[config.mk]
export PLATFORM = sky130hd
export DESIGN_NAME = integer_to_radix_ascii
export DESIGN_NICKNAME = d
export VERILOG_FILES = /design/src/design/itra_pkg.sv /design/src/design/integer_to_radix_ascii.sv
export VERILOG_INCLUDE_DIRS = /design/src /design/src/design
export SDC_FILE = /design/constraint.sdc
export NUM_CORES = 1
export LEC_CHECK = 0
export BUFFER_PORTS_ARGS = -buffer_cell sky130_fd_sc_hd__clkbuf_2
export CAP_MARGIN = 20
export CORE_AREA = 5 5 214 216
export CTS_CLUSTER_DIAMETER = 30
export CTS_CLUSTER_SIZE = 10
export DETAILED_ROUTE_END_ITERATION = 8
export DIE_AREA = 0 0 219 221
export PLACE_DENSITY = 0.76
export RECOVER_POWER = 100
export SKIP_LAST_GASP = 1
export SYNTH_ARGS = -nofsm -noshare
export SYNTH_HDL_FRONTEND = slang
export SYNTH_SLANG_ARGS = --single-unit
[constraint.sdc]
create_clock -name i_clk -period 23.1 [get_ports i_clk]
set_input_delay 1.155 -clock i_clk [delete_from_list [all_inputs] [get_ports i_clk]]
set_output_delay 1.155 -clock i_clk [all_outputs]
set_load 0.01 [all_outputs]
[src/design/integer_to_radix_ascii_macros.svh]
// assertion macros for the integer to radix ascii block
// no dependencies; included by the files that carry assertions
`ifndef INTEGER_TO_RADIX_ASCII_MACROS_SVH
`define INTEGER_TO_RADIX_ASCII_MACROS_SVH
`ifndef NO_ASSERTIONS
`define ITRA_ASSERT(lbl, prop, msg) \
    lbl: assert property (@(posedge i_clk) disable iff (!i_rst_n) prop) else $error(msg);
`define ITRA_NEVER(lbl, expr, msg) \
    lbl: assert property (@(posedge i_clk) disable iff (!i_rst_n) !(expr)) else $error(msg);
`else
`define ITRA_ASSERT(lbl, prop, msg)
`define ITRA_NEVER(lbl, expr, msg)
`endif
`endif

[src/design/itra_pkg.sv]
// constants and helpers for the integer to radix ascii block
// no dependencies
package itra_pkg;
    localparam int VALUE_WIDTH = 32;
    localparam int IN_W        = 32;
    localparam int EXT_W       = (VALUE_WIDTH > IN_W) ? VALUE_WIDTH : IN_W;
    localparam int DIG_W       = 6;
    localparam int RADIX_W     = 6;
    localparam int CHAR_W      = 7;
    localparam int LEN_W       = 6;
    localparam int CNT_W       = $clog2(VALUE_WIDTH + 2);
    localparam int IDX_W       = $clog2(VALUE_WIDTH + 1);

    localparam logic [CHAR_W-1:0]  CH_MINUS  = 7'h2D;
    localparam logic [CHAR_W-1:0]  CH_ZERO   = 7'h30;
    localparam logic [CHAR_W-1:0]  CH_ALPHA  = 7'h41;
    localparam logic [CHAR_W-1:0]  CH_NONE   = 7'h00;
    localparam logic [DIG_W-1:0]   DIG_NINE  = 6'd9;
    localparam logic [DIG_W-1:0]   DIG_TEN   = 6'd10;
    localparam logic [RADIX_W-1:0] RADIX_MIN = 6'd2;
    localparam logic [RADIX_W-1:0] RADIX_MAX = 6'd36;

    function automatic logic [CHAR_W-1:0] digit_char(input logic [DIG_W-1:0] d);
        logic [CHAR_W-1:0] ch;
        if (d > DIG_NINE) begin
            ch = CH_ALPHA + CHAR_W'(d - DIG_TEN);
        end else begin
            ch = CH_ZERO + CHAR_W'(d);
        end
        return ch;
    endfunction
endpackage

[src/design/integer_to_radix_ascii.sv]
// integer to radix ascii converter, top level
// depends on itra_pkg and integer_to_radix_ascii_macros.svh
//
// usage
// - input channel i_valid / o_ready carries one request: value bits, signed flag
//   and radix; o_ready is high only while the converter is idle
// - output channel o_valid / i_ready carries one character per transfer, most
//   significant first, with a last flag and the total length on every character
// - a negative signed value gives a leading '-' and then its magnitude
// - a radix outside 2..36 gives one character of 0 with bad_radix and last set
// - the value bits are shifted in one per cycle into a row of radix digit lanes
//   (double and add the bit, with a generate/propagate carry across the lanes),
//   then leading zero digits are shifted out one per cycle, then one character
//   per cycle leaves through the output register while the receiver takes them
// - a stalled receiver holds the character in the output register and the
//   sequencer waits for it
// - the next request is taken as soon as the last character is in the output
//   register, even while it is still waiting to be taken
// - synchronous reset clears the sequencer and drops o_valid
`include "integer_to_radix_ascii_macros.svh"
module integer_to_radix_ascii (
    input  logic                           i_clk,
    input  logic                           i_rst_n,
    input  logic                           i_valid,
    output logic                           o_ready,
    input  logic [itra_pkg::IN_W-1:0]      i_value_bits,
    input  logic                           i_is_signed,
    input  logic [itra_pkg::RADIX_W-1:0]   i_radix,
    output logic                           o_valid,
    input  logic                           i_ready,
    output logic [itra_pkg::CHAR_W-1:0]    o_text_char,
    output logic                           o_last_char,
    output logic                           o_bad_radix,
    output logic [itra_pkg::LEN_W-1:0]     o_text_length
);
    import itra_pkg::*;

    typedef enum logic [2:0] {
        S_IDLE, S_BAD, S_CONV, S_ALIGN, S_SIGN, S_EMIT
    } t_state;

    t_state                   r_state;
    logic [VALUE_WIDTH-1:0]   r_val;
    logic                     r_neg;
    logic [RADIX_W-1:0]       r_radix;
    logic [DIG_W-1:0]         r_dig [VALUE_WIDTH];
    logic [CNT_W-1:0]         r_ndig;
    logic [CNT_W-1:0]         r_cnt;
    logic [LEN_W-1:0]         r_len;

    logic                     r_out_valid;
    logic [CHAR_W-1:0]        r_out_char;
    logic                     r_out_last;
    logic                     r_out_bad;
    logic [LEN_W-1:0]         r_out_len;

    logic [EXT_W-1:0]         w_ext;
    logic [VALUE_WIDTH-1:0]   w_val;
    logic                     w_neg;
    logic [VALUE_WIDTH-1:0]   w_mag;
    logic                     w_bad;
    logic                     w_load;
    logic                     w_fill;
    logic [VALUE_WIDTH-1:0]   w_gen;
    logic [VALUE_WIDTH-1:0]   w_prop;
    logic [VALUE_WIDTH-1:0]   w_any;
    logic [VALUE_WIDTH:0]     w_sum;
    logic [VALUE_WIDTH:0]     w_cv;
    logic [DIG_W:0]           w_twice [VALUE_WIDTH];
    logic [DIG_W-1:0]         w_dig_conv [VALUE_WIDTH];
    logic [CNT_W-1:0]         n_ndig;

    // input decode
    always_comb begin
        w_ext = EXT_W'(i_value_bits);
        w_val = w_ext[VALUE_WIDTH-1:0];
        w_neg = i_is_signed & w_val[VALUE_WIDTH-1];
        w_mag = w_neg ? (VALUE_WIDTH'(0) - w_val) : w_val;
        w_bad = (i_radix < RADIX_MIN) || (i_radix > RADIX_MAX);
    end

    // digit lanes: each digit becomes 2 * d + carry in, minus radix on carry out
    always_comb begin
        for (int i = 0; i < VALUE_WIDTH; i++) begin
            w_gen[i]  = ({r_dig[i], 1'b0} >= {1'b0, r_radix});
            w_prop[i] = ({r_dig[i], 1'b1} == {1'b0, r_radix});
        end
        w_any = w_gen | w_prop;
        w_sum = {1'b0, w_any} + {1'b0, w_gen} + (VALUE_WIDTH + 1)'(r_val[VALUE_WIDTH-1]);
        w_cv  = w_sum ^ {1'b0, w_any} ^ {1'b0, w_gen};
        for (int i = 0; i < VALUE_WIDTH; i++) begin
            w_twice[i] = {r_dig[i], w_cv[i]};
            w_dig_conv[i] = w_cv[i+1] ? DIG_W'(w_twice[i] - {1'b0, r_radix})
                                      : DIG_W'(w_twice[i]);
        end
        n_ndig = r_ndig + CNT_W'(w_cv[r_ndig[IDX_W-1:0]]);
    end

    assign w_load = !r_out_valid || i_ready;
    assign w_fill = w_load && ((r_state == S_BAD) || (r_state == S_SIGN) ||
                               (r_state == S_EMIT));

    always_ff @(posedge i_clk) begin
        if (!i_rst_n) begin
            r_state     <= S_IDLE;
            r_out_valid <= 1'b0;
            r_ndig      <= CNT_W'(1);
            r_cnt       <= '0;
        end else begin
            r_out_valid <= w_fill || (r_out_valid && !i_ready);
            unique case (r_state)
                S_IDLE: begin
                    if (i_valid) begin
                        r_radix <= i_radix;
                        r_neg   <= w_neg;
                        r_val   <= w_mag;
                        r_ndig  <= CNT_W'(1);
                        r_cnt   <= CNT_W'(VALUE_WIDTH);
                        for (int i = 0; i < VALUE_WIDTH; i++) begin
                            r_dig[i] <= '0;
                        end
                        r_state <= w_bad ? S_BAD : S_CONV;
                    end
                end
                S_BAD: begin
                    if (w_load) begin
                        r_out_char  <= CH_NONE;
                        r_out_last  <= 1'b1;
                        r_out_bad   <= 1'b1;
                        r_out_len   <= '0;
                        r_state     <= S_IDLE;
                    end
                end
                S_CONV: begin
                    r_val  <= r_val << 1;
                    r_ndig <= n_ndig;
                    for (int i = 0; i < VALUE_WIDTH; i++) begin
                        r_dig[i] <= w_dig_conv[i];
                    end
                    if (r_cnt == CNT_W'(1)) begin
                        r_cnt   <= CNT_W'(VALUE_WIDTH) - n_ndig;
                        r_len   <= LEN_W'(n_ndig) + LEN_W'(r_neg);
                        r_state <= S_ALIGN;
                    end else begin
                        r_cnt <= r_cnt - CNT_W'(1);
                    end
                end
                S_ALIGN: begin
                    // drop leading zero digits off the top
                    if (r_cnt == '0) begin
                        r_cnt   <= r_ndig;
                        r_state <= r_neg ? S_SIGN : S_EMIT;
                    end else begin
                        for (int i = VALUE_WIDTH - 1; i > 0; i--) begin
                            r_dig[i] <= r_dig[i-1];
                        end
                        r_dig[0] <= '0;
                        r_cnt    <= r_cnt - CNT_W'(1);
                    end
                end
                S_SIGN: begin
                    if (w_load) begin
                        r_out_char  <= CH_MINUS;
                        r_out_last  <= 1'b0;
                        r_out_bad   <= 1'b0;
                        r_out_len   <= r_len;
                        r_state     <= S_EMIT;
                    end
                end
                S_EMIT: begin
                    if (w_load) begin
                        r_out_char  <= digit_char(r_dig[VALUE_WIDTH-1]);
                        r_out_last  <= (r_cnt == CNT_W'(1));
                        r_out_bad   <= 1'b0;
                        r_out_len   <= r_len;
                        for (int i = VALUE_WIDTH - 1; i > 0; i--) begin
                            r_dig[i] <= r_dig[i-1];
                        end
                        r_dig[0] <= '0;
                        r_cnt    <= r_cnt - CNT_W'(1);
                        if (r_cnt == CNT_W'(1)) begin
                            r_state <= S_IDLE;
                        end
                    end
                end
                default: begin
                    r_state <= S_IDLE;
                end
            endcase
        end
    end

    assign o_ready       = (r_state == S_IDLE);
    assign o_valid       = r_out_valid;
    assign o_text_char   = r_out_char;
    assign o_last_char   = r_out_last;
    assign o_bad_radix   = r_out_bad;
    assign o_text_length = r_out_len;

    `ITRA_NEVER(a_emit_count, (r_state == S_EMIT) && (r_cnt == '0), "emit with no digits left")
    `ITRA_NEVER(a_ndig_range, (r_ndig == '0) || (r_ndig > CNT_W'(VALUE_WIDTH)), "digit count out of range")
    `ITRA_ASSERT(a_bad_result, (o_valid && o_bad_radix) |-> (o_last_char && (o_text_char == CH_NONE)), "bad radix result malformed")
    `ITRA_ASSERT(a_good_start, (i_valid && o_ready && !w_bad) |=> (r_state == S_CONV), "good request did not start conversion")
    `ITRA_ASSERT(a_length_set, (o_valid && !o_bad_radix) |-> (o_text_length != '0), "character without length")
endmodule

==> out/results.ini <==
[run_status]
status = finished with violations
violations = max-capacitance violations, max-slew violations

[timing]
skew_ns = 0.0213
fin_tns_setup_ns = 0
post-route-period-util_pct = 53.7
tightest_slew_ns = 4.41
rsz0062_at_grt = false
slew_viol_final = 544
fin_crit_ns = 12.41
relSlewSlack_pct = -194
fmax_mhz = 80.6
whs_ns = 0.523
hold_violations = 0
finalSetupViolCount = 0
fin_ws_ns = 10.69

[worst_setup_path]
cp.arrival_ns = 12.88
startpoint_type = flip-flop
end_kind = flip-flop
worst-path-max-fanout = 32
r2r_end = r_cnt[3]$_SDFFE_PN0P_
rr_worst_depth = 27
path_class = reg -> reg
ff2ff_setup_slack_ns = 10.69
worst_ep_required_time_ns = 23.57
r2r-start = r_radix[1]$_DFFE_PP_

[detailed_routing]
num_vias = 20100
wl_per_cell_microns = 18.9
post-route-drc-count = 0
drtAntennaViolNets = 0
firstDrtPassIters = 6
drt_iter0_markers = 1698
wirelength_mm = 61.9
viasPerCell = 6.16

[logic_synthesis]
async_reset_ff_share_pct = 0
synth_edf_count = 252
synth_area_per_cell_sq_um = 8.95
yosysSeqAreaShare_pct = 34.5
synth_ff_type = edfxtp_1
synth_warnings = 0
yosys.cell_types.count = 86
syn_area_sq_um = 22900
synth-seq-cells = 268
synth_nets = 2836
syn_inst = 2557

[power_and_ir_drop]
p_int_mw = 2.23
pwr-share-comb_pct = 47.2
power_frac_clock_pct = 27.4
peakVddDrop_uv = 82.1
p_seq_share_pct = 25.4
power.density_nw_per_um2 = 143
leakage_nw = 10.6
net-switching-power_mw = 1.50
netSwitchingFraction_pct = 40.2

[final_layout]
antenna_cells = 0
drive_above_1_share_pct = 6.83
fill_cells = 3715
stdcell_count = 3270
nets = 2900
syn_to_final_growth_pct = 13.9

[worst_hold_path]
hold_path.class = reg -> reg
worstHoldEndpoint = r_val[31]$_DFFE_PP_
min_from = r_val[30]$_DFFE_PP_
hold_depth = 2

[clocking]
root_buffer = clkbuf_16
clockBufferDepth = 3
cts_buffers = 73
clock-sinks = 268
clk_pin_slew_ns = 0.04
ctsHoldBuffers = 0
post-cts-setup-buffers = 0
clk_latency_ns = 0.59
cts_htree_levels = 3
cts_resized = 0
cts_tree = yes

[floorplanning]
die-area_sq_um = 48400
core-area_sq_um = 43700
die_width_microns = 219
start_util_pct = 52.3
io_pins = 60
row_count = 77
die_h_microns = 221

[global_route]
antenna_found_initial = 0
track_usage_pct = 24.9
grt_max_degree = 93
gr-total-overflow = 0
grt_pass1_vias = 20400
grt_pass1_wl_mm = 101

[placement]
place.gp.congestion = 0.898
place_inst = 3134
pre_cts_slack_ns = 15.39
hpwlAfterDp_mm = 41.3
port_buffers = 59

[run]
maxCapViolations = 11

-- cells by family after synthesis --
family	share of synthesized area [%]
multiplexers	2.50
AND/OR/NAND/NOR	16.3
AO/OA/AOI/OAI	22.1
XOR/XNOR	6.81
flip-flops	34.5
adder cells (fa/ha/maj)	14.0
buffers and inverters	3.88
-- worst max-delay path by stage --
stage                    startpoint               endpoint  slack, ns  cells after the start
2_1_floorplan  r_radix[1]$_DFFE_PP_  r_cnt[3]$_SDFFE_PN0P_      15.21                     28
3_3_place_gp   r_radix[1]$_DFFE_PP_  r_cnt[3]$_SDFFE_PN0P_      15.59                     28
3_5_place_dp   r_radix[1]$_DFFE_PP_  r_cnt[3]$_SDFFE_PN0P_      15.39                     28
4_1_cts        r_radix[1]$_DFFE_PP_  r_cnt[3]$_SDFFE_PN0P_      15.38                     28
5_1_grt        r_radix[1]$_DFFE_PP_  r_cnt[3]$_SDFFE_PN0P_       9.77                     27
6_report       r_radix[1]$_DFFE_PP_  r_cnt[3]$_SDFFE_PN0P_      10.69                     27
-- state kept, by name, indices dropped and copies added, names as in the netlist --
signal,flops
r_neg,1
o_valid,1
r_val,32
o_text_char,7
r_state,3
o_last_char,1
r_cnt,6
r_len,6
r_dig,192
r_radix,6
r_ndig,6
o_bad_radix,1
o_text_length,6
-- cells in the mapped netlist (16+ instances only) --
cell,count,area [sq um]
ha_1,204,2550
a211oi_1,22,165
nand3b_1,19,143
nand4_1,27,169
a21o_1,86,646
dfxtp_1,16,320
edfxtp_1,252,7570
mux2i_1,47,470
a21oi_1,248,1240
xor2_1,114,998
nand2_1,309,1160
xnor2_1,64,561
a22o_1,46,403
nor2_1,172,646
clkbuf_1,81,304
nand3_1,38,190
fa_1,32,641
nand2b_1,36,225
inv_1,121,454
nor2b_1,49,307
nor3_1,37,185
o21ai_0,292,1460
and4b_1,23,230
o21bai_1,16,120
-- cell usage in the layout, fill, tap and decap left out, types with 75 or more instances in the layout --
cell and n:
nand2_1 308, o21ai_0 293, edfxtp_1 252, a21oi_1 249, ha_1 204, nor2_1 172, inv_1 118, xor2_1 114
a21o_1 86, clkbuf_16 75
-- worst max-delay path, cell delays in order, from the launching register on --
cell and delay (ns):
edfxtp_1 0.31, clkbuf_1 2.59, clkinv_1 0.69, clkbuf_1 1.09, ha_1 0.64, a21oi_1 0.17
nand2_1 0.11, a21o_1 0.20, a311o_1 0.35, a21oi_1 1.00, a2111oi_0 0.42, nor2_1 1.19
o31ai_2 0.17, clkbuf_1 0.38, a31oi_1 0.24, clkbuf_1 0.53, o22ai_1 0.19, nor2_1 0.13
o22ai_1 0.12, ha_1 0.25, ha_1 0.24, xor2_1 0.45, nor3_1 0.14, xor2_1 0.17
a22oi_1 0.15, o21ai_0 0.11, a22oi_1 0.17, nor2b_1 0.06
-- power groups by stage --
stage | sequential (mW) | clock (mW) | combinational (mW)
finish | 0.947 | 1.02 | 1.76
CTS | 0.932 | 1.03 | 1.75
detailed placement | 0.935 | 0 | 1.73
floorplan | 0.889 | 0 | 1.37
global route | 0.963 | 1.06 | 1.97
global placement | 0.931 | 0 | 1.66
-- per-layer routing --
metal / vias to the layer above / track usage [%] / share of wire (%)
li1: 9531 / - / -
met5: - / 0 / 0
met3: 191 / 4.69 / 6.8
met1: 9646 / 31.1 / 41
met2: 775 / 42.7 / 49
met4: 0 / 9.76 / 3.5
-- layout make-up --
type                            count  area (sq um)  share of cell area, %
Multi-Input combinational cell   2064         14100                   54.0
Sequential cell                   268          7890                   30.3
Clock buffer                       89          1950                   7.48
Tap cell                          592           741                   2.84
Clock inverter                     43           513                   1.97
Inverter                          126           473                   1.82
Timing Repair Buffer               88           430                   1.65
-- metrics by stage --
step           total power, mW  area [sq um]  utilization [%]
3_3_place_gp              2.59         23700             54.3
5_1_grt                   3.99         26100             59.6
3_5_place_dp              2.67         23700             54.3
4_1_cts                   3.71         26200             59.9
6_report                  3.73         26100             59.6
2_1_floorplan             2.26         22900                -
Note: power is estimated with default switching activity, not from simulation.
